`config.mk`:
```
export PLATFORM = sky130hd
export DESIGN_NAME = text_console_glyph_renderer
export DESIGN_NICKNAME = d
export VERILOG_FILES = /design/src/tcgr_pkg.sv /design/src/tcgr_ctrl.sv /design/src/tcgr_dp.sv /design/src/text_console_glyph_renderer.sv
export VERILOG_INCLUDE_DIRS = /design/src /design/src/src
export SDC_FILE = /design/constraint.sdc
export NUM_CORES = 1
export LEC_CHECK = 0
export BUFFER_PORTS_ARGS = -buffer_cell sky130_fd_sc_hd__buf_2
export CORE_MARGIN = 4
export CORE_UTILIZATION = 45
export CTS_BUF_LIST = sky130_fd_sc_hd__clkbuf_8
export DETAILED_ROUTE_END_ITERATION = 8
export PLACE_DENSITY = 0.73
export SLEW_MARGIN = 20
export SYNTH_ARGS = -nofsm -noshare
export SYNTH_HDL_FRONTEND = slang
export SYNTH_SLANG_ARGS = --single-unit
```
`constraint.sdc`:
```
create_clock -name clk -period 11.3 [get_ports clk]
set_input_delay 1.13 -clock clk [delete_from_list [all_inputs] [get_ports clk]]
set_output_delay 1.13 -clock clk [all_outputs]
set_load 0.01 [all_outputs]
```
`src/text_console_glyph_renderer_macros.svh`:
```
// ----------------------------------------------------------------------------
// Text console glyph renderer: assertion macros
// Shared property macros; every module that uses them has clk and rst_n.
// ----------------------------------------------------------------------------
`ifndef TEXT_CONSOLE_GLYPH_RENDERER_MACROS_SVH
`define TEXT_CONSOLE_GLYPH_RENDERER_MACROS_SVH

// The consequent must hold in the same cycle as the antecedent.
`define TCGR_ASSERT_NOW(label, ante, cons, msg) \
  label: assert property (@(posedge clk) disable iff (!rst_n) (ante) |-> (cons)) \
    else $error(msg);

// The consequent must hold in the cycle after the antecedent.
`define TCGR_ASSERT_NEXT(label, ante, cons, msg) \
  label: assert property (@(posedge clk) disable iff (!rst_n) (ante) |=> (cons)) \
    else $error(msg);

`endif

```
`src/tcgr_pkg.sv`:
```
// ----------------------------------------------------------------------------
// tcgr_pkg
// Types, constants and the 5x7 font table of the text console renderer.
// ----------------------------------------------------------------------------
`timescale 1ns / 1ps

package tcgr_pkg;

  // Defaults of the top level parameters.
  localparam int COORD_BITS_DEF  = 13;
  localparam int MAX_SCALE_DEF   = 8;
  localparam int GLYPH_COUNT_DEF = 42;

  // Fixed widths.
  localparam int CHAR_BITS       = 8;
  localparam int COLOR_BITS      = 24;
  localparam int DIM_BITS        = 13;
  localparam int SCALE_REG_BITS  = 4;
  localparam int CURSOR_X_BITS   = 16;
  localparam int CURSOR_Y_BITS   = 14;
  localparam int ARITH_BITS      = 17;
  localparam int CFG_INDEX_BITS  = 3;
  localparam int CFG_DATA_BITS   = 24;
  localparam int FONT_INDEX_BITS = 6;
  localparam int COUNT_CMP_BITS  = 9;

  // Font geometry.
  localparam int FONT_ROWS   = 42;
  localparam int GLYPH_COLS  = 5;
  localparam int GLYPH_ROWS  = 7;
  localparam int GLYPH_BITS  = GLYPH_COLS * GLYPH_ROWS;

  // Configuration register indexes.
  localparam logic [CFG_INDEX_BITS-1:0] REG_FG_COLOR      = 3'd0;
  localparam logic [CFG_INDEX_BITS-1:0] REG_BG_COLOR      = 3'd1;
  localparam logic [CFG_INDEX_BITS-1:0] REG_CHAR_SCALE    = 3'd2;
  localparam logic [CFG_INDEX_BITS-1:0] REG_SCREEN_WIDTH  = 3'd3;
  localparam logic [CFG_INDEX_BITS-1:0] REG_SCREEN_HEIGHT = 3'd4;

  // Register reset values.
  localparam logic [COLOR_BITS-1:0]     FG_RESET     = 24'hFFFFFF;
  localparam logic [COLOR_BITS-1:0]     BG_RESET     = 24'h000000;
  localparam logic [SCALE_REG_BITS-1:0] SCALE_RESET  = 4'd1;
  localparam logic [DIM_BITS-1:0]       WIDTH_RESET  = 13'd640;
  localparam logic [DIM_BITS-1:0]       HEIGHT_RESET = 13'd480;

  // Character codes.
  localparam logic [CHAR_BITS-1:0] CHAR_TAB        = 8'h09;
  localparam logic [CHAR_BITS-1:0] CHAR_NEWLINE    = 8'h0A;
  localparam logic [CHAR_BITS-1:0] CHAR_RETURN     = 8'h0D;
  localparam logic [CHAR_BITS-1:0] CHAR_SPACE      = 8'h20;
  localparam logic [CHAR_BITS-1:0] CHAR_BANG       = 8'h21;
  localparam logic [CHAR_BITS-1:0] CHAR_DASH       = 8'h2D;
  localparam logic [CHAR_BITS-1:0] CHAR_PERIOD     = 8'h2E;
  localparam logic [CHAR_BITS-1:0] CHAR_COLON      = 8'h3A;
  localparam logic [CHAR_BITS-1:0] CHAR_UNDERSCORE = 8'h5F;
  localparam logic [CHAR_BITS-1:0] CHAR_DIGIT_0    = 8'h30;
  localparam logic [CHAR_BITS-1:0] CHAR_DIGIT_9    = 8'h39;
  localparam logic [CHAR_BITS-1:0] CHAR_UPPER_A    = 8'h41;
  localparam logic [CHAR_BITS-1:0] CHAR_UPPER_Z    = 8'h5A;
  localparam logic [CHAR_BITS-1:0] CHAR_LOWER_A    = 8'h61;
  localparam logic [CHAR_BITS-1:0] CHAR_LOWER_Z    = 8'h7A;
  localparam logic [CHAR_BITS-1:0] CHAR_CASE_SHIFT = 8'h20;

  // Font table positions.
  localparam logic [FONT_INDEX_BITS-1:0] FONT_SPACE      = 6'd0;
  localparam logic [FONT_INDEX_BITS-1:0] FONT_PERIOD     = 6'd1;
  localparam logic [FONT_INDEX_BITS-1:0] FONT_COLON      = 6'd2;
  localparam logic [FONT_INDEX_BITS-1:0] FONT_DASH       = 6'd3;
  localparam logic [FONT_INDEX_BITS-1:0] FONT_UNDERSCORE = 6'd4;
  localparam logic [FONT_INDEX_BITS-1:0] FONT_BANG       = 6'd5;
  localparam logic [CHAR_BITS-1:0]       FONT_DIGIT_BASE = 8'd6;
  localparam logic [CHAR_BITS-1:0]       FONT_UPPER_BASE = 8'd16;

  // Result kinds.
  localparam logic KIND_FILL   = 1'b0;
  localparam logic KIND_SCROLL = 1'b1;

  typedef enum logic [1:0] {
    CLS_GLYPH,
    CLS_NEWLINE,
    CLS_RETURN,
    CLS_TAB
  } char_class_t;

  typedef enum logic [3:0] {
    OP_NONE,
    OP_LOAD,
    OP_CR,
    OP_TAB,
    OP_NEWLINE,
    OP_SCROLL,
    OP_MASK_STEP,
    OP_MASK_BUILD,
    OP_EMIT_SCROLL,
    OP_SCAN,
    OP_ADVANCE
  } dp_op_t;

  typedef struct packed {
    dp_op_t op;
  } dp_cmd_t;

  typedef struct packed {
    char_class_t cls;
    logic        wrap_need;
    logic        bottom_need;
    logic        step_last;
    logic        scroll_pend;
    logic        mask_any;
    logic        mask_head;
    logic        out_free;
  } dp_status_t;

  function automatic char_class_t char_class(input logic [CHAR_BITS-1:0] c);
    char_class_t cls;
    if (c == CHAR_NEWLINE) begin
      cls = CLS_NEWLINE;
    end else if (c == CHAR_RETURN) begin
      cls = CLS_RETURN;
    end else if (c == CHAR_TAB) begin
      cls = CLS_TAB;
    end else begin
      cls = CLS_GLYPH;
    end
    return cls;
  endfunction

  // Font row of a character, with lower case folded; unknown codes map to space.
  function automatic logic [FONT_INDEX_BITS-1:0] font_index(input logic [CHAR_BITS-1:0] c);
    logic [CHAR_BITS-1:0]       u;
    logic [FONT_INDEX_BITS-1:0] idx;
    u = c;
    if (c >= CHAR_LOWER_A && c <= CHAR_LOWER_Z) begin
      u = c - CHAR_CASE_SHIFT;
    end
    idx = FONT_SPACE;
    if (u == CHAR_PERIOD) begin
      idx = FONT_PERIOD;
    end else if (u == CHAR_COLON) begin
      idx = FONT_COLON;
    end else if (u == CHAR_DASH) begin
      idx = FONT_DASH;
    end else if (u == CHAR_UNDERSCORE) begin
      idx = FONT_UNDERSCORE;
    end else if (u == CHAR_BANG) begin
      idx = FONT_BANG;
    end else if (u >= CHAR_DIGIT_0 && u <= CHAR_DIGIT_9) begin
      idx = FONT_INDEX_BITS'(u - CHAR_DIGIT_0 + FONT_DIGIT_BASE);
    end else if (u >= CHAR_UPPER_A && u <= CHAR_UPPER_Z) begin
      idx = FONT_INDEX_BITS'(u - CHAR_UPPER_A + FONT_UPPER_BASE);
    end
    return idx;
  endfunction

  // Glyph bitmap, top row first; within a row the leftmost pixel is the MSB.
  function automatic logic [GLYPH_BITS-1:0] font_bits(input logic [FONT_INDEX_BITS-1:0] idx);
    logic [GLYPH_BITS-1:0] g;
    case (idx)
      6'd1:  g = {5'h00, 5'h00, 5'h00, 5'h00, 5'h00, 5'h04, 5'h00};
      6'd2:  g = {5'h00, 5'h04, 5'h00, 5'h00, 5'h04, 5'h00, 5'h00};
      6'd3:  g = {5'h00, 5'h00, 5'h1F, 5'h00, 5'h00, 5'h00, 5'h00};
      6'd4:  g = {5'h00, 5'h00, 5'h00, 5'h00, 5'h00, 5'h1F, 5'h00};
      6'd5:  g = {5'h04, 5'h04, 5'h04, 5'h04, 5'h00, 5'h04, 5'h00};
      6'd6:  g = {5'h0E, 5'h11, 5'h13, 5'h15, 5'h19, 5'h11, 5'h0E};
      6'd7:  g = {5'h04, 5'h0C, 5'h04, 5'h04, 5'h04, 5'h04, 5'h0E};
      6'd8:  g = {5'h0E, 5'h11, 5'h01, 5'h02, 5'h04, 5'h08, 5'h1F};
      6'd9:  g = {5'h1F, 5'h02, 5'h04, 5'h02, 5'h01, 5'h11, 5'h0E};
      6'd10: g = {5'h02, 5'h06, 5'h0A, 5'h12, 5'h1F, 5'h02, 5'h02};
      6'd11: g = {5'h1F, 5'h10, 5'h1E, 5'h01, 5'h01, 5'h11, 5'h0E};
      6'd12: g = {5'h06, 5'h08, 5'h10, 5'h1E, 5'h11, 5'h11, 5'h0E};
      6'd13: g = {5'h1F, 5'h01, 5'h02, 5'h04, 5'h08, 5'h08, 5'h08};
      6'd14: g = {5'h0E, 5'h11, 5'h11, 5'h0E, 5'h11, 5'h11, 5'h0E};
      6'd15: g = {5'h0E, 5'h11, 5'h11, 5'h0F, 5'h01, 5'h02, 5'h0C};
      6'd16: g = {5'h0E, 5'h11, 5'h11, 5'h1F, 5'h11, 5'h11, 5'h11};
      6'd17: g = {5'h1E, 5'h11, 5'h11, 5'h1E, 5'h11, 5'h11, 5'h1E};
      6'd18: g = {5'h0E, 5'h11, 5'h10, 5'h10, 5'h10, 5'h11, 5'h0E};
      6'd19: g = {5'h1E, 5'h11, 5'h11, 5'h11, 5'h11, 5'h11, 5'h1E};
      6'd20: g = {5'h1F, 5'h10, 5'h10, 5'h1E, 5'h10, 5'h10, 5'h1F};
      6'd21: g = {5'h1F, 5'h10, 5'h10, 5'h1E, 5'h10, 5'h10, 5'h10};
      6'd22: g = {5'h0E, 5'h11, 5'h10, 5'h17, 5'h11, 5'h11, 5'h0E};
      6'd23: g = {5'h11, 5'h11, 5'h11, 5'h1F, 5'h11, 5'h11, 5'h11};
      6'd24: g = {5'h0E, 5'h04, 5'h04, 5'h04, 5'h04, 5'h04, 5'h0E};
      6'd25: g = {5'h1F, 5'h01, 5'h01, 5'h01, 5'h11, 5'h11, 5'h0E};
      6'd26: g = {5'h11, 5'h12, 5'h14, 5'h18, 5'h14, 5'h12, 5'h11};
      6'd27: g = {5'h10, 5'h10, 5'h10, 5'h10, 5'h10, 5'h10, 5'h1F};
      6'd28: g = {5'h11, 5'h1B, 5'h15, 5'h11, 5'h11, 5'h11, 5'h11};
      6'd29: g = {5'h11, 5'h19, 5'h15, 5'h13, 5'h11, 5'h11, 5'h11};
      6'd30: g = {5'h0E, 5'h11, 5'h11, 5'h11, 5'h11, 5'h11, 5'h0E};
      6'd31: g = {5'h1E, 5'h11, 5'h11, 5'h1E, 5'h10, 5'h10, 5'h10};
      6'd32: g = {5'h0E, 5'h11, 5'h11, 5'h11, 5'h15, 5'h12, 5'h0D};
      6'd33: g = {5'h1E, 5'h11, 5'h11, 5'h1E, 5'h14, 5'h12, 5'h11};
      6'd34: g = {5'h0F, 5'h10, 5'h10, 5'h0E, 5'h01, 5'h01, 5'h1E};
      6'd35: g = {5'h1F, 5'h04, 5'h04, 5'h04, 5'h04, 5'h04, 5'h04};
      6'd36: g = {5'h11, 5'h11, 5'h11, 5'h11, 5'h11, 5'h11, 5'h0E};
      6'd37: g = {5'h11, 5'h11, 5'h11, 5'h11, 5'h11, 5'h0A, 5'h04};
      6'd38: g = {5'h11, 5'h11, 5'h11, 5'h15, 5'h15, 5'h1B, 5'h11};
      6'd39: g = {5'h11, 5'h11, 5'h0A, 5'h04, 5'h0A, 5'h11, 5'h11};
      6'd40: g = {5'h11, 5'h11, 5'h0A, 5'h04, 5'h04, 5'h04, 5'h04};
      6'd41: g = {5'h1F, 5'h01, 5'h02, 5'h04, 5'h08, 5'h10, 5'h1F};
      default: g = '0;
    endcase
    return g;
  endfunction

endpackage

```
`src/tcgr_ctrl.sv`:
```
// ----------------------------------------------------------------------------
// tcgr_ctrl
// Sequencer that steps the datapath through one character at a time.
// ----------------------------------------------------------------------------
`timescale 1ns / 1ps
`include "text_console_glyph_renderer_macros.svh"

module tcgr_ctrl (
  input  logic                clk,
  input  logic                rst_n,
  input  logic                in_valid,
  output logic                in_ready,
  input  tcgr_pkg::dp_status_t status,
  output tcgr_pkg::dp_cmd_t    cmd
);

  typedef enum logic [2:0] {
    S_IDLE,
    S_DISPATCH,
    S_NL_CHECK,
    S_WRAP_CHECK,
    S_BOTTOM_CHECK,
    S_MASK,
    S_BUILD,
    S_EMIT
  } state_t;

  state_t state_r, state_nxt;
  logic   in_ready_r, in_ready_nxt;

  assign in_ready = in_ready_r;

  always_comb begin
    state_nxt    = state_r;
    in_ready_nxt = in_ready_r;
    cmd.op       = tcgr_pkg::OP_NONE;
    unique case (state_r)
      S_IDLE: begin
        if (in_valid && in_ready_r) begin
          cmd.op       = tcgr_pkg::OP_LOAD;
          state_nxt    = S_DISPATCH;
          in_ready_nxt = 1'b0;
        end
      end
      S_DISPATCH: begin
        unique case (status.cls)
          tcgr_pkg::CLS_NEWLINE: begin
            cmd.op    = tcgr_pkg::OP_NEWLINE;
            state_nxt = S_NL_CHECK;
          end
          tcgr_pkg::CLS_RETURN: begin
            cmd.op       = tcgr_pkg::OP_CR;
            state_nxt    = S_IDLE;
            in_ready_nxt = 1'b1;
          end
          tcgr_pkg::CLS_TAB: begin
            cmd.op       = tcgr_pkg::OP_TAB;
            state_nxt    = S_IDLE;
            in_ready_nxt = 1'b1;
          end
          tcgr_pkg::CLS_GLYPH: begin
            if (status.wrap_need) begin
              cmd.op    = tcgr_pkg::OP_NEWLINE;
              state_nxt = S_WRAP_CHECK;
            end else begin
              state_nxt = S_BOTTOM_CHECK;
            end
          end
        endcase
      end
      S_NL_CHECK: begin
        if (status.bottom_need) begin
          cmd.op = tcgr_pkg::OP_SCROLL;
        end
        state_nxt = S_EMIT;
      end
      S_WRAP_CHECK: begin
        if (status.bottom_need) begin
          cmd.op = tcgr_pkg::OP_SCROLL;
        end
        state_nxt = S_BOTTOM_CHECK;
      end
      S_BOTTOM_CHECK: begin
        if (status.bottom_need) begin
          cmd.op = tcgr_pkg::OP_SCROLL;
        end
        state_nxt = S_MASK;
      end
      S_MASK: begin
        cmd.op = tcgr_pkg::OP_MASK_STEP;
        if (status.step_last) begin
          state_nxt = S_BUILD;
        end
      end
      S_BUILD: begin
        cmd.op    = tcgr_pkg::OP_MASK_BUILD;
        state_nxt = S_EMIT;
      end
      S_EMIT: begin
        if (status.scroll_pend) begin
          if (status.out_free) begin
            cmd.op = tcgr_pkg::OP_EMIT_SCROLL;
          end
        end else if (status.mask_any) begin
          if (!status.mask_head || status.out_free) begin
            cmd.op = tcgr_pkg::OP_SCAN;
          end
        end else begin
          if (status.cls == tcgr_pkg::CLS_GLYPH) begin
            cmd.op = tcgr_pkg::OP_ADVANCE;
          end
          state_nxt    = S_IDLE;
          in_ready_nxt = 1'b1;
        end
      end
    endcase
  end

  always_ff @(posedge clk) begin
    if (!rst_n) begin
      state_r    <= S_IDLE;
      in_ready_r <= 1'b1;
    end else begin
      state_r    <= state_nxt;
      in_ready_r <= in_ready_nxt;
    end
  end

  `TCGR_ASSERT_NOW(a_ready_only_idle, in_ready_r, state_r == S_IDLE, "ready outside idle")
  `TCGR_ASSERT_NEXT(a_accept_dispatch, in_valid && in_ready_r,
                    state_r == S_DISPATCH && !in_ready_r, "accept did not start work")
  `TCGR_ASSERT_NOW(a_scroll_slot_free, cmd.op == tcgr_pkg::OP_EMIT_SCROLL, status.out_free,
                   "scroll issued into a full output register")

endmodule

```
`src/tcgr_dp.sv`:
```
// ----------------------------------------------------------------------------
// tcgr_dp
// Configuration, cursor, glyph clipping mask and the output register.
// ----------------------------------------------------------------------------
`timescale 1ns / 1ps
`include "text_console_glyph_renderer_macros.svh"

module tcgr_dp #(
  parameter int COORD_BITS  = tcgr_pkg::COORD_BITS_DEF,
  parameter int MAX_SCALE   = tcgr_pkg::MAX_SCALE_DEF,
  parameter int GLYPH_COUNT = tcgr_pkg::GLYPH_COUNT_DEF
) (
  input  logic                                  clk,
  input  logic                                  rst_n,
  input  logic                                  cfg_we,
  input  logic [tcgr_pkg::CFG_INDEX_BITS-1:0]   cfg_index,
  input  logic [tcgr_pkg::CFG_DATA_BITS-1:0]    cfg_data,
  input  logic [tcgr_pkg::CHAR_BITS-1:0]        in_char_code,
  input  tcgr_pkg::dp_cmd_t                     cmd,
  output tcgr_pkg::dp_status_t                  status,
  input  logic                                  out_ready,
  output logic                                  out_valid,
  output logic                                  out_op_kind,
  output logic [COORD_BITS-1:0]                 out_rect_x,
  output logic [COORD_BITS-1:0]                 out_rect_y,
  output logic [COORD_BITS-1:0]                 out_rect_width,
  output logic [COORD_BITS-1:0]                 out_rect_height,
  output logic [tcgr_pkg::COLOR_BITS-1:0]       out_fill_color,
  output logic                                  out_last
);

  localparam int SCALE_BITS = $clog2(MAX_SCALE + 1);
  localparam int OFF_BITS   = $clog2(6 * MAX_SCALE + 1);
  localparam int AB         = tcgr_pkg::ARITH_BITS;
  localparam int GB         = tcgr_pkg::GLYPH_BITS;
  localparam int NC         = tcgr_pkg::GLYPH_COLS;
  localparam int NR         = tcgr_pkg::GLYPH_ROWS;

  // Configuration registers.
  logic [tcgr_pkg::COLOR_BITS-1:0]     fg_r, bg_r;
  logic [tcgr_pkg::SCALE_REG_BITS-1:0] scale_r;
  logic [tcgr_pkg::DIM_BITS-1:0]       width_r, height_r;

  // Cursor and per-character work registers.
  logic [tcgr_pkg::CURSOR_X_BITS-1:0] cx_r;
  logic [tcgr_pkg::CURSOR_Y_BITS-1:0] cy_r;
  logic [tcgr_pkg::CHAR_BITS-1:0]     char_r;
  logic [2:0]                         step_r;
  logic [OFF_BITS-1:0]                off_r;
  logic [NC-1:0]                      col_ok_r;
  logic [NR-1:0]                      row_ok_r;
  logic [GB-1:0]                      mask_r;
  logic [2:0]                         col_idx_r;
  logic [OFF_BITS-1:0]                col_off_r, row_off_r;
  logic [1:0]                         scroll_cnt_r;

  // Output register.
  logic                            out_valid_r, out_kind_r, out_last_r;
  logic [COORD_BITS-1:0]           out_x_r, out_y_r, out_w_r, out_h_r;
  logic [tcgr_pkg::COLOR_BITS-1:0] out_color_r;

  logic [4:0]            scale_ext, scale_clamp;
  logic [SCALE_BITS-1:0] s_eff;
  logic [AB-1:0]         s_a, line_a, s5_a, s6_a, s7_a, s24_a;
  logic [AB-1:0]         w_a, h_a, cx_a, cy_a, off_a;
  logic [AB-1:0]         band_y_a, band_h_a;
  logic [AB-1:0]         px_a, py_a, pw_a, ph_a;
  logic [AB-1:0]         tab_sum_a, adv_sum_a;
  logic                  col_ok_now, row_ok_now;
  logic [tcgr_pkg::FONT_INDEX_BITS-1:0] font_idx_raw, font_idx;
  logic [GB-1:0]         glyph, mask_build;
  logic                  load_scroll, load_pix, out_free;

  always_comb begin
    scale_ext = {1'b0, scale_r};
    if (scale_r == '0) begin
      scale_clamp = 5'd1;
    end else if (scale_ext > 5'(MAX_SCALE)) begin
      scale_clamp = 5'(MAX_SCALE);
    end else begin
      scale_clamp = scale_ext;
    end
    s_eff = SCALE_BITS'(scale_clamp);
  end

  assign s_a    = AB'(s_eff);
  assign line_a = s_a << 3;
  assign s5_a   = (s_a << 2) + s_a;
  assign s6_a   = s5_a + s_a;
  assign s7_a   = line_a - s_a;
  assign s24_a  = (line_a << 1) + line_a;

  // A zero screen dimension behaves as one pixel.
  assign w_a   = (width_r == '0) ? AB'(1) : AB'(width_r);
  assign h_a   = (height_r == '0) ? AB'(1) : AB'(height_r);
  assign cx_a  = AB'(cx_r);
  assign cy_a  = AB'(cy_r);
  assign off_a = AB'(off_r);

  assign col_ok_now = (cx_a + off_a) < w_a;
  assign row_ok_now = (cy_a + off_a) < h_a;

  // Scroll band: the bottom text line, or the whole screen if that is taller.
  assign band_y_a = (h_a > line_a) ? h_a - line_a : '0;
  assign band_h_a = (h_a > line_a) ? line_a : h_a;

  assign px_a = cx_a + AB'(col_off_r);
  assign py_a = cy_a + AB'(row_off_r);
  assign pw_a = (px_a + s_a > w_a) ? w_a - px_a : s_a;
  assign ph_a = (py_a + s_a > h_a) ? h_a - py_a : s_a;

  assign tab_sum_a = cx_a + s24_a;
  assign adv_sum_a = cx_a + s6_a;

  assign font_idx_raw = tcgr_pkg::font_index(char_r);
  assign font_idx = (tcgr_pkg::COUNT_CMP_BITS'(font_idx_raw) <
                     tcgr_pkg::COUNT_CMP_BITS'(GLYPH_COUNT)) ? font_idx_raw
                                                             : tcgr_pkg::FONT_SPACE;
  assign glyph = tcgr_pkg::font_bits(font_idx);

  always_comb begin
    for (int r = 0; r < NR; r++) begin
      for (int k = 0; k < NC; k++) begin
        mask_build[GB-1-(r*NC+k)] = glyph[GB-1-(r*NC+k)] & row_ok_r[r] & col_ok_r[k];
      end
    end
  end

  assign out_free    = !out_valid_r || out_ready;
  assign load_scroll = (cmd.op == tcgr_pkg::OP_EMIT_SCROLL);
  assign load_pix    = (cmd.op == tcgr_pkg::OP_SCAN) && mask_r[GB-1];

  assign status.cls         = tcgr_pkg::char_class(char_r);
  assign status.wrap_need   = (cx_a + s5_a) > w_a;
  assign status.bottom_need = (cy_a + s7_a) > h_a;
  assign status.step_last   = (step_r == 3'(NR - 1));
  assign status.scroll_pend = (scroll_cnt_r != '0);
  assign status.mask_any    = (mask_r != '0);
  assign status.mask_head   = mask_r[GB-1];
  assign status.out_free    = out_free;

  always_ff @(posedge clk) begin
    if (!rst_n) begin
      fg_r         <= tcgr_pkg::FG_RESET;
      bg_r         <= tcgr_pkg::BG_RESET;
      scale_r      <= tcgr_pkg::SCALE_RESET;
      width_r      <= tcgr_pkg::WIDTH_RESET;
      height_r     <= tcgr_pkg::HEIGHT_RESET;
      cx_r         <= '0;
      cy_r         <= '0;
      scroll_cnt_r <= '0;
      mask_r       <= '0;
      step_r       <= '0;
      out_valid_r  <= 1'b0;
    end else begin
      if (cfg_we) begin
        unique case (cfg_index)
          tcgr_pkg::REG_FG_COLOR:      fg_r     <= cfg_data;
          tcgr_pkg::REG_BG_COLOR:      bg_r     <= cfg_data;
          tcgr_pkg::REG_CHAR_SCALE:    scale_r  <= cfg_data[tcgr_pkg::SCALE_REG_BITS-1:0];
          tcgr_pkg::REG_SCREEN_WIDTH:  width_r  <= cfg_data[tcgr_pkg::DIM_BITS-1:0];
          tcgr_pkg::REG_SCREEN_HEIGHT: height_r <= cfg_data[tcgr_pkg::DIM_BITS-1:0];
          default: ;
        endcase
      end

      // A new result takes the slot; otherwise an accepted one frees it.
      if (load_scroll || load_pix) begin
        out_valid_r <= 1'b1;
      end else if (out_ready) begin
        out_valid_r <= 1'b0;
      end

      unique case (cmd.op)
        tcgr_pkg::OP_LOAD: begin
          char_r       <= in_char_code;
          scroll_cnt_r <= '0;
          mask_r       <= '0;
          step_r       <= '0;
          off_r        <= '0;
        end
        tcgr_pkg::OP_CR: begin
          cx_r <= '0;
        end
        tcgr_pkg::OP_TAB: begin
          cx_r <= tab_sum_a[AB-1] ? '1 : tab_sum_a[tcgr_pkg::CURSOR_X_BITS-1:0];
        end
        tcgr_pkg::OP_NEWLINE: begin
          cx_r <= '0;
          cy_r <= tcgr_pkg::CURSOR_Y_BITS'(cy_a + line_a);
        end
        tcgr_pkg::OP_SCROLL: begin
          cy_r <= (cy_a >= line_a) ? tcgr_pkg::CURSOR_Y_BITS'(cy_a - line_a) : '0;
          scroll_cnt_r <= scroll_cnt_r + 2'd1;
        end
        tcgr_pkg::OP_MASK_STEP: begin
          row_ok_r <= {row_ok_now, row_ok_r[NR-1:1]};
          if (step_r < 3'(NC)) begin
            col_ok_r <= {col_ok_now, col_ok_r[NC-1:1]};
          end
          step_r <= step_r + 3'd1;
          off_r  <= off_r + OFF_BITS'(s_eff);
        end
        tcgr_pkg::OP_MASK_BUILD: begin
          mask_r    <= mask_build;
          col_idx_r <= '0;
          col_off_r <= '0;
          row_off_r <= '0;
        end
        tcgr_pkg::OP_EMIT_SCROLL: begin
          scroll_cnt_r <= scroll_cnt_r - 2'd1;
          out_kind_r   <= tcgr_pkg::KIND_SCROLL;
          out_x_r      <= '0;
          out_y_r      <= COORD_BITS'(band_y_a);
          out_w_r      <= COORD_BITS'(w_a);
          out_h_r      <= COORD_BITS'(band_h_a);
          out_color_r  <= bg_r;
          out_last_r   <= (scroll_cnt_r == 2'd1) && (mask_r == '0);
        end
        tcgr_pkg::OP_SCAN: begin
          mask_r <= mask_r << 1;
          if (col_idx_r == 3'(NC - 1)) begin
            col_idx_r <= '0;
            col_off_r <= '0;
            row_off_r <= row_off_r + OFF_BITS'(s_eff);
          end else begin
            col_idx_r <= col_idx_r + 3'd1;
            col_off_r <= col_off_r + OFF_BITS'(s_eff);
          end
          if (load_pix) begin
            out_kind_r  <= tcgr_pkg::KIND_FILL;
            out_x_r     <= COORD_BITS'(px_a);
            out_y_r     <= COORD_BITS'(py_a);
            out_w_r     <= COORD_BITS'(pw_a);
            out_h_r     <= COORD_BITS'(ph_a);
            out_color_r <= fg_r;
            out_last_r  <= (mask_r[GB-2:0] == '0);
          end
        end
        tcgr_pkg::OP_ADVANCE: begin
          cx_r <= adv_sum_a[AB-1] ? '1 : adv_sum_a[tcgr_pkg::CURSOR_X_BITS-1:0];
        end
        default: ;
      endcase
    end
  end

  assign out_valid       = out_valid_r;
  assign out_op_kind     = out_kind_r;
  assign out_rect_x      = out_x_r;
  assign out_rect_y      = out_y_r;
  assign out_rect_width  = out_w_r;
  assign out_rect_height = out_h_r;
  assign out_fill_color  = out_color_r;
  assign out_last        = out_last_r;

  `TCGR_ASSERT_NOW(a_load_when_free, load_scroll || load_pix, out_free,
                   "result overwrote a waiting result")
  `TCGR_ASSERT_NOW(a_scroll_cnt_bound, 1'b1, scroll_cnt_r != 2'd3, "more than two scrolls")
  `TCGR_ASSERT_NOW(a_scan_has_mask, cmd.op == tcgr_pkg::OP_SCAN, mask_r != '0,
                   "scan issued with an empty mask")

endmodule

```
`src/text_console_glyph_renderer.sv`:
```
// ----------------------------------------------------------------------------
// Text console glyph renderer: return and tab only move the cursor; newline may also scroll.
// A glyph may wrap and scroll, then its mask is scanned one font position at a time.
// A waiting result holds only scroll and scan steps.
// Synchronous active-low reset: cursor home, registers to their reset values.
// ----------------------------------------------------------------------------
`timescale 1ns / 1ps

// The block renders one character per item. A sequencer (tcgr_ctrl) walks
// the datapath (tcgr_dp) through a fixed order of steps:
//
//   1. The item is captured and classified as newline, return, tab or glyph.
//   2. Return and tab only move the cursor and produce no result.
//   3. Newline moves the cursor down one text line and, if the next line
//      does not fit, records a scroll.
//   4. A glyph first wraps the line when it would cross the right edge
//      (which may record a scroll), then records a scroll when it would
//      cross the bottom.
//   5. For a glyph, seven compare steps build the column and row visibility
//      flags from one shared offset, and one more step turns them, together
//      with the font bitmap, into a 35-bit mask of squares to draw.
//   6. Recorded scrolls are sent first, then the mask is scanned one font
//      position per cycle, top row first, left to right; each set bit
//      waits for a free output, then sends one clipped square. The scan
//      ends at an empty mask, so the last flag is known when a result loads.
//   7. The cursor advances one cell, saturating at the top of its range.
//
// The scroll results do not depend on the cursor, so they can be sent after
// the cursor has already been moved. The next item is taken while the final
// result of the previous one still waits in the output register.

module text_console_glyph_renderer #(
  parameter int COORD_BITS  = tcgr_pkg::COORD_BITS_DEF,
  parameter int MAX_SCALE   = tcgr_pkg::MAX_SCALE_DEF,
  parameter int GLYPH_COUNT = tcgr_pkg::GLYPH_COUNT_DEF
) (
  input  logic                                clk,
  input  logic                                rst_n,
  // Configuration write port.
  input  logic                                cfg_we,
  input  logic [tcgr_pkg::CFG_INDEX_BITS-1:0] cfg_index,
  input  logic [tcgr_pkg::CFG_DATA_BITS-1:0]  cfg_data,
  // Character input.
  input  logic                                in_valid,
  output logic                                in_ready,
  input  logic [tcgr_pkg::CHAR_BITS-1:0]      in_char_code,
  // Draw command output.
  output logic                                out_valid,
  input  logic                                out_ready,
  output logic                                out_op_kind,
  output logic [COORD_BITS-1:0]               out_rect_x,
  output logic [COORD_BITS-1:0]               out_rect_y,
  output logic [COORD_BITS-1:0]               out_rect_width,
  output logic [COORD_BITS-1:0]               out_rect_height,
  output logic [tcgr_pkg::COLOR_BITS-1:0]     out_fill_color,
  output logic                                out_last
);

  // Commands flow from the sequencer to the datapath; status flows back.
  tcgr_pkg::dp_cmd_t    cmd;
  tcgr_pkg::dp_status_t status;

  tcgr_ctrl u_ctrl (
    .clk      (clk),
    .rst_n    (rst_n),
    .in_valid (in_valid),
    .in_ready (in_ready),
    .status   (status),
    .cmd      (cmd)
  );

  tcgr_dp #(
    .COORD_BITS  (COORD_BITS),
    .MAX_SCALE   (MAX_SCALE),
    .GLYPH_COUNT (GLYPH_COUNT)
  ) u_dp (
    .clk             (clk),
    .rst_n           (rst_n),
    .cfg_we          (cfg_we),
    .cfg_index       (cfg_index),
    .cfg_data        (cfg_data),
    .in_char_code    (in_char_code),
    .cmd             (cmd),
    .status          (status),
    .out_ready       (out_ready),
    .out_valid       (out_valid),
    .out_op_kind     (out_op_kind),
    .out_rect_x      (out_rect_x),
    .out_rect_y      (out_rect_y),
    .out_rect_width  (out_rect_width),
    .out_rect_height (out_rect_height),
    .out_fill_color  (out_fill_color),
    .out_last        (out_last)
  );

endmodule

```
Word-level counts from Yosys, hierarchy flattened
Memories as Yosys holds them, arrays and structs flattened.
Index checks and enable logic that the tools add are counted.
{ "totals": {"inputBits": 40, "mem_bits_rw": 0, "mem_bits_ro": 2240, "output_inout_bits": 80, "ff_bits": 272, "n_memories": 1, "elab_cells": 309, "latch_bits": 0} }
{ "memory_table": {"columns": ["name", "depth", "width", "rd", "rd_clocked_by_memory_dff", "wr", "line_no", "text"], "rows": [
  ["(name not given)", 64, 35, 1, 0, 0, "tcgr_pkg.sv:159", "case (idx)"]
]} }
{ "op_classes": {"shifts": 0, "bitwise_logic": 70, "order_cmp": 17, "n_mux": 73, "addsub": 31, "reduce_logical": 48, "mul": 0, "div": 0, "n_eq_ne": 42} }
{ "op_table": {"columns": ["op", "count"], "rows": [
  ["$mux 13", 10],
  ["$pmux 35 s3", 1],
  ["$pmux 13 s2", 4],
  ["$and 1x1->1", 70],
  ["$gt 17x17->1", 4],
  ["$mux 6", 10],
  ["$add 16x17->17", 3],
  ["$pmux 16 s3", 1],
  ["$pmux 24 s2", 1],
  ["$pmux 6 s2", 3],
  ["$logic_not 35->1", 1],
  ["$reduce_bool 35->1", 1],
  ["$add 16x6->17", 2],
  ["$add 17x4->17", 2],
  ["$logic_not 34->1", 1],
  ["$lt 17x17->1", 2],
  ["$eq 8x6->1 const B", 4],
  ["$mux 16", 2],
  ["$add 14x6->15", 2],
  ["$mux 4", 7],
  ["$pmux 14 s2", 1],
  ["$logic_not 13->1", 2],
  ["$sub 13x13->13", 2],
  ["$eq 8x4->1 const B", 3],
  ["other kinds (66)", 142]
]} }

Logic depth before layout (Yosys ltp)
An unclocked memory read counts as a cell.
{ "depth": {"depth_word": 18, "depth_mapped": 29, "ltp_nobuf": 27} }

Modules after synthesis
Synthesis repeated with hierarchy kept, for this count alone.
{ "hier_totals": {"cells_unflattened": 2608, "hier_area_um2": 21570.7} }
{ "modules_own_cells": {"columns": ["module", "cells_per_inst", "seq_area_each_um2", "n_inst", "area_each_um2"], "rows": [
  ["tcgr_dp", 2553, 6496.2, 1, 21134.0],
  ["tcgr_ctrl", 55, 80.1, 1, 436.7]
]} }

Least setup slack after synthesis
Ideal clock, no wire load.
{ "synth_path": {"path_type": "input port to flip-flop", "from": "input port out_ready", "to": "register u_dp.out_color_r (netlist bit u_dp.out_fill_color[0]) (enable)", "n_path_buf": 1, "path_stages": 6, "t_arrival_ns": 5.729, "slack_ns": 5.029, "required_time_ns": 10.759, "setup_time_ns": 0.541, "cell_sequence": "nor2b_1 -> nand2_1 -> o2111a_1 -> clkbuf_1 -> nand2_1 -> a21oi_1"} }
{ "synth_via": {"elab_chain_len": 10, "word_cells_on_any_way": 13, "cone_classes": "eq/ne: 3; mux: 5; reduce/logical: 5"} }
{ "synth_rtl": {"columns": ["item", "line_no", "text"], "rows": [
  ["from (decl)", "text_console_glyph_renderer.sv:49", "input logic out_ready,"],
  ["$logic_or 1x1->1 (*)", "tcgr_dp.sv:129", "assign out_free = !out_valid_r || out_ready;"],
  ["$logic_or 1x1->1", "tcgr_ctrl.sv:105", "if (!status.mask_head || status.out_free) begin"],
  ["$mux 4", "tcgr_ctrl.sv:105", null],
  ["$mux 4", "tcgr_ctrl.sv:104", "end else if (status.mask_any) begin"],
  ["$mux 4 (*)", "tcgr_ctrl.sv:100", "if (status.scroll_pend) begin"],
  ["$pmux 4 s6 (*)", "tcgr_ctrl.sv:37", "unique case (state_r)"],
  ["$eq 4x4->1", "tcgr_dp.sv:131, tcgr_dp.sv:174", null],
  ["$logic_and 1x1->1", "tcgr_dp.sv:131", "assign load_pix = (cmd.op == tcgr_pkg::OP_SCAN) && mask_r[GB-1];"],
  ["$ne 2x1->1 (no source line)", null, null],
  ["$reduce_and 3->1 (no source line) (*)", null, null],
  ["to (signal assigned)", "tcgr_dp.sv:217", "out_color_r <= bg_r;"],
  ["to (signal assigned)", "tcgr_dp.sv:236", "out_color_r <= fg_r;"],
  ["to (decl)", "tcgr_dp.sv:60", "logic [tcgr_pkg::COLOR_BITS-1:0] out_color_r;"]
]} }
Every way passes the cells marked *; elsewhere a longest branch is shown, timed or not.
A chain may end at the register's enable or synchronous reset.

Worst setup path in the final report
{ "layout_path": {"from": "register u_dp.scale_r[2] (netlist name)", "to": "register u_dp.cx_r[14] (netlist name)"} }
{ "layout_via": {"elab_chain_len": 12, "word_cells_on_any_way": 27, "cone_classes": "add/sub: 8; order compare: 3; eq/ne: 4; mux: 9; reduce/logical: 3"} }
{ "layout_rtl": {"columns": ["item", "line_no", "text"], "rows": [
  ["from (decl)", "tcgr_dp.sv:41", "logic [tcgr_pkg::SCALE_REG_BITS-1:0] scale_r;"],
  ["from (signal assigned)", "tcgr_dp.sv:146", "scale_r <= tcgr_pkg::SCALE_RESET;"],
  ["from (signal assigned)", "tcgr_dp.sv:160", "tcgr_pkg::REG_CHAR_SCALE: scale_r <= cfg_data[tcgr_pkg::SCALE_REG_BITS-1:0];"],
  ["$gt 4x4->1", "tcgr_dp.sv:78", "end else if (scale_ext > 5'(MAX_SCALE)) begin"],
  ["$mux 4", "tcgr_dp.sv:78", null],
  ["$mux 4 (*)", "tcgr_dp.sv:76", "if (scale_r == '0) begin"],
  ["$add 6x4->7", "tcgr_dp.sv:88", "assign s5_a = (s_a << 2) + s_a;"],
  ["$add 16x17->17", "tcgr_dp.sv:134", "assign status.wrap_need = (cx_a + s5_a) > w_a;"],
  ["$gt 17x17->1", "tcgr_dp.sv:134", null],
  ["$mux 3", "tcgr_ctrl.sv:62", "if (status.wrap_need) begin"],
  ["$pmux 4 s4", "tcgr_ctrl.sv:46", "unique case (status.cls)"],
  ["$pmux 4 s6", "tcgr_ctrl.sv:37", null],
  ["$eq 4x2->1 or $eq 4x3->1 (tied branches)", "tcgr_dp.sv:174", "unique case (cmd.op)"],
  ["$reduce_or 2->1 (no source line)", null, null],
  ["$pmux 16 s3 or $reduce_bool 3->1 (tied branches)", null, null],
  ["to (signal assigned)", "tcgr_dp.sv:186", "cx_r <= tab_sum_a[AB-1] ? '1 : tab_sum_a[tcgr_pkg::CURSOR_X_BITS-1:0];"],
  ["to (signal assigned)", "tcgr_dp.sv:241", "cx_r <= adv_sum_a[AB-1] ? '1 : adv_sum_a[tcgr_pkg::CURSOR_X_BITS-1:0];"],
  ["to (decl)", "tcgr_dp.sv:45", "logic [tcgr_pkg::CURSOR_X_BITS-1:0] cx_r;"]
]} }
Every way passes the cells marked *; elsewhere a longest branch is shown, timed or not. The select of a mux whose other input is x is not followed.

==> results by group <==
GRT
  – Grt ovf: 0
  – Initial antenna violation count: 0
  – Vias in the first global route: 19,568
  – Largest net degree at the start of global routing: 77
  – First-pass GRT wire length: 105,000 um
  – Gr usage total: 25.3%

Cells and area
  – Final non-filler cell total: 3,258
  – Share of layout cells above drive strength 1: 10.0%
  – # nets final: 2,901
  – Filler cells: 4,351
  – Most frequent cells in the layout: nand2_1, ha_1, nor2_1, a21oi_1, dfxtp_1
  – Antenna Cells: 0
  – Area grow syn2layout: 9.79%
  – Commonest non-fill, non-tap cell in the layout: nand2_1

Synth
  – Syn_area_per_cell: 8.28 sq um
  – Biggest area consumer among synthesized cells: edfxtp_1
  – Post-synth cell types: 100
  – Mapped cell area: 21,200 sq um
  – Seq cells post-synth: 269
  – Seq/Total Area, Yosys: 31.0%
  – Synth top area cells: edfxtp_1, dfxtp_1, ha_1, nand2_1, a21oi_1
  – Yosys warns: 0
  – Syn Inst Count: 2,561
  – Async S/R FF share, synth: 0%
  – Synth top area share: 16.9%
  – Number of synthesized flops with an enable pin: 119
  – Ys flop type: dfxtp_1

Detailed routing
  – Drt via density: 6.11
  – Final ANT Viol Nets: 0
  – Drt pass-1 iters: 6
  – Final WL: 66,300 um
  – WL per Instance: 20.3 um
  – Via count: 19,919
  – Post-route DRC violation count: 0
  – Iter 0 DRT Violations: 1,925

STA
  – Max Slew Vio Count: 0
  – Setup TNS: 0 ns
  – Slew of the pin with the lowest slew margin: 1.08 ns
  – FMAX: 144 MHz
  – Min Tclk post-route: 6.96 ns
  – Setup Skew: 0.0186 ns
  – Final period util: 61.6%
  – Final setup violation count: 0
  – Slew Limit Headroom: 27.2%
  – Fin. Hold Viols: 0
  – Unrepaired setup endpoints after global routing: no

CTS
  – Worst-path clk slew: 0.06 ns
  – Hold-fix buffers, CTS: 0
  – Number of post-CTS setup repair buffers: 0
  – Clock Sinks: 269
  – CTS max path bufs: 3
  – Root buf cell: clkbuf_8
  – CTS tree: done
  – Num CTS Buffers: 49
  – Post-CTS Resized: 0
  – Htree depth: 2
  – Skew-Pair Late Insertion Delay: 0.61 ns

Die
  – Core Box Area: 46,600 sq um
  – # IOs: 120
  – Initial Util: 45.5%
  – Width of the die: 225 um
  – Die area: 50,600 sq um
  – Row Count: 79
  – Die height: 225 um

Place
  – DP HPWL: 48,500 um
  – GP Congestion: 0.955
  – Placed insts: 3,165
  – Port Buf Inserts: 119

Critical path
  – Startpoint Class: register
  – CP Class: register to register
  – Worst r2r src: u_dp.scale_r[2]
  – Worst flop-to-flop path endpoint: u_dp.cx_r[14]
  – Worst Path Arrival: 7.51 ns
  – Setup crit end kind: register
  – Worst endpoint required time: 11.84 ns
  – CP Max Fanout: 20
  – FF-to-FF setup slack: 4.34 ns
  – R2R cell count: 27

Power and ir drop
  – Maximum VDD drop: 0.108 mV
  – Static Leak: 9.74 nW
  – P per Cell Area: 171 nW/um^2

Job
  – Max Cap Viol: 0

Worst hold path
  – Hold path cells: 2
  – Min-delay worst type: register to register
  – Hold EP: u_dp.bg_r[7]
  – Hold_sp: u_dp.bg_r[7]

Outcome
  – Outcome: complete, no violations
-- routing by layer --
layer  up-vias  part of all wire (%)  routed length (um)  GRT usage (%)
li1       9317                     -                   -              -
met1      9519                    41               27500           32.1
met2       914                    47               31400           43.3
met3       169                   6.9                4560           3.30
met4         0                   4.2                2800           10.8
met5         -                     0                   0              0
-- area by class of cell --
type | instances | area (sq um) | area share (%)
tap | 607 | 759 | 3.26
timing repair buffer | 141 | 761 | 3.27
clock inverter | 33 | 280 | 1.20
sequential | 269 | 6580 | 28.3
inverter | 127 | 478 | 2.05
multi-input combinational | 2022 | 13600 | 58.5
clock buffer | 59 | 812 | 3.49
-- worst max path at each step --
stage,start,to,slack [ns]
2_1_floorplan,out_ready,u_dp.out_fill_color[0],5.03
3_3_place_gp,u_dp.scale_r[2],u_dp.cx_r[14],4.65
3_5_place_dp,u_dp.scale_r[2],u_dp.cx_r[14],4.51
4_1_cts,u_dp.scale_r[2],u_dp.cx_r[14],4.45
5_1_grt,u_dp.scale_r[2],u_dp.cx_r[14],3.78
6_report,u_dp.scale_r[2],u_dp.cx_r[14],4.34
-- power breakdown --
group | switching, W | internal, W
Clock | 0.000434 | 0.000592
Sequential | 0.000148 | 0.00109
Combinational | 0.00106 | 0.000670
Total | 0.00164 | 0.00235
-- registers in the layout (all words and copies together), names as in the netlist, 2 cells and up --
signal / cells
u_dp.scale_r: 4
u_dp.off_r: 6
u_dp.width_r: 13
u_dp.out_rect_x: 13
u_dp.step_r: 3
u_dp.cx_r: 16
u_dp.mask_r: 35
u_dp.out_rect_height: 13
u_dp.col_ok_r: 5
u_dp.out_fill_color: 24
u_dp.bg_r: 24
u_dp.row_off_r: 6
u_dp.height_r: 13
u_dp.fg_r: 24
u_dp.col_idx_r: 3
u_dp.row_ok_r: 7
u_dp.out_rect_y: 13
u_dp.out_rect_width: 13
u_dp.col_off_r: 6
u_dp.cy_r: 11
u_dp.char_r: 8
u_dp.scroll_cnt_r: 2
u_ctrl.state_r: 3
-- cell families (layout without fill, tap and decap cells) --
family	count (synthesis)	in the layout	share of synthesized area (%)
other cells	2	11	0.0354
compound gates	687	687	21.7
flops	269	269	31.0
fa+ha+maj	253	253	15.7
xor+xnor	139	139	5.74
simple gates	916	916	20.0
buf+inv	279	360	5.07
mux	16	16	0.779
-- critical path, stage by stage, from the launching register on --
cell and delay (ns):
dfxtp_1 0.45, nor2_1 0.07, o21ai_1 0.57, inv_1 0.55, ha_1 0.51, a31oi_1 0.11
xnor2_1 0.15, ha_1 0.33, inv_1 0.07, o21bai_1 0.08, a21oi_1 0.25, o21bai_1 0.09
a21oi_1 0.30, nor2b_1 0.10, o21ai_0 0.20, a21oi_1 0.09, ha_1 0.31, a21o_1 0.16
a21o_1 0.17, a211o_1 0.30, nor3b_1 0.24, a21oi_1 0.11, a221o_1 0.31, nand3_1 0.09
o2bb2ai_1 0.17, buf_4 0.30, nand2b_1 0.50, o221a_2 0.29
-- synth_stat cells, drive strengths merged (10+ instances only) --
| master | n |
|---|---|
| fa | 21 |
| o21ai | 123 |
| edfxtp | 119 |
| o31ai | 11 |
| nor2 | 207 |
| or2 | 11 |
| o21a | 16 |
| a21oi | 193 |
| and3 | 19 |
| xnor2 | 96 |
| dfxtp | 150 |
| nor2b | 35 |
| a21o | 47 |
| inv | 125 |
| o211ai | 24 |
| and2 | 25 |
| buf | 19 |
| clkbuf | 133 |
| a22oi | 28 |
| nand2 | 374 |
| nand4 | 30 |
| o21bai | 21 |
| xor2 | 43 |
| nand2b | 20 |
| a31oi | 26 |
| nor3 | 36 |
| nand3 | 92 |
| mux2i | 12 |
| o32ai | 10 |
| a221oi | 11 |
| ha | 230 |
| nor4 | 24 |
| o22ai | 37 |
| o211a | 17 |
| a211oi | 26 |
-- per-stage QoR --
step                total power [W]  instance area (sq um)  worst slack, ns  hold WS, ns  util, %
floorplan                   0.00250                  21200             5.03        0.417        -
global placement            0.00288                  22200             4.65        0.428     47.6
detailed placement          0.00293                  22200             4.51        0.444     47.6
CTS                         0.00397                  23300             4.45        0.455     50.0
global route                0.00425                  23300             3.78        0.473     50.0
finish                      0.00399                  23300             4.34        0.456     50.0
Note: power is estimated with default switching activity, not from simulation.
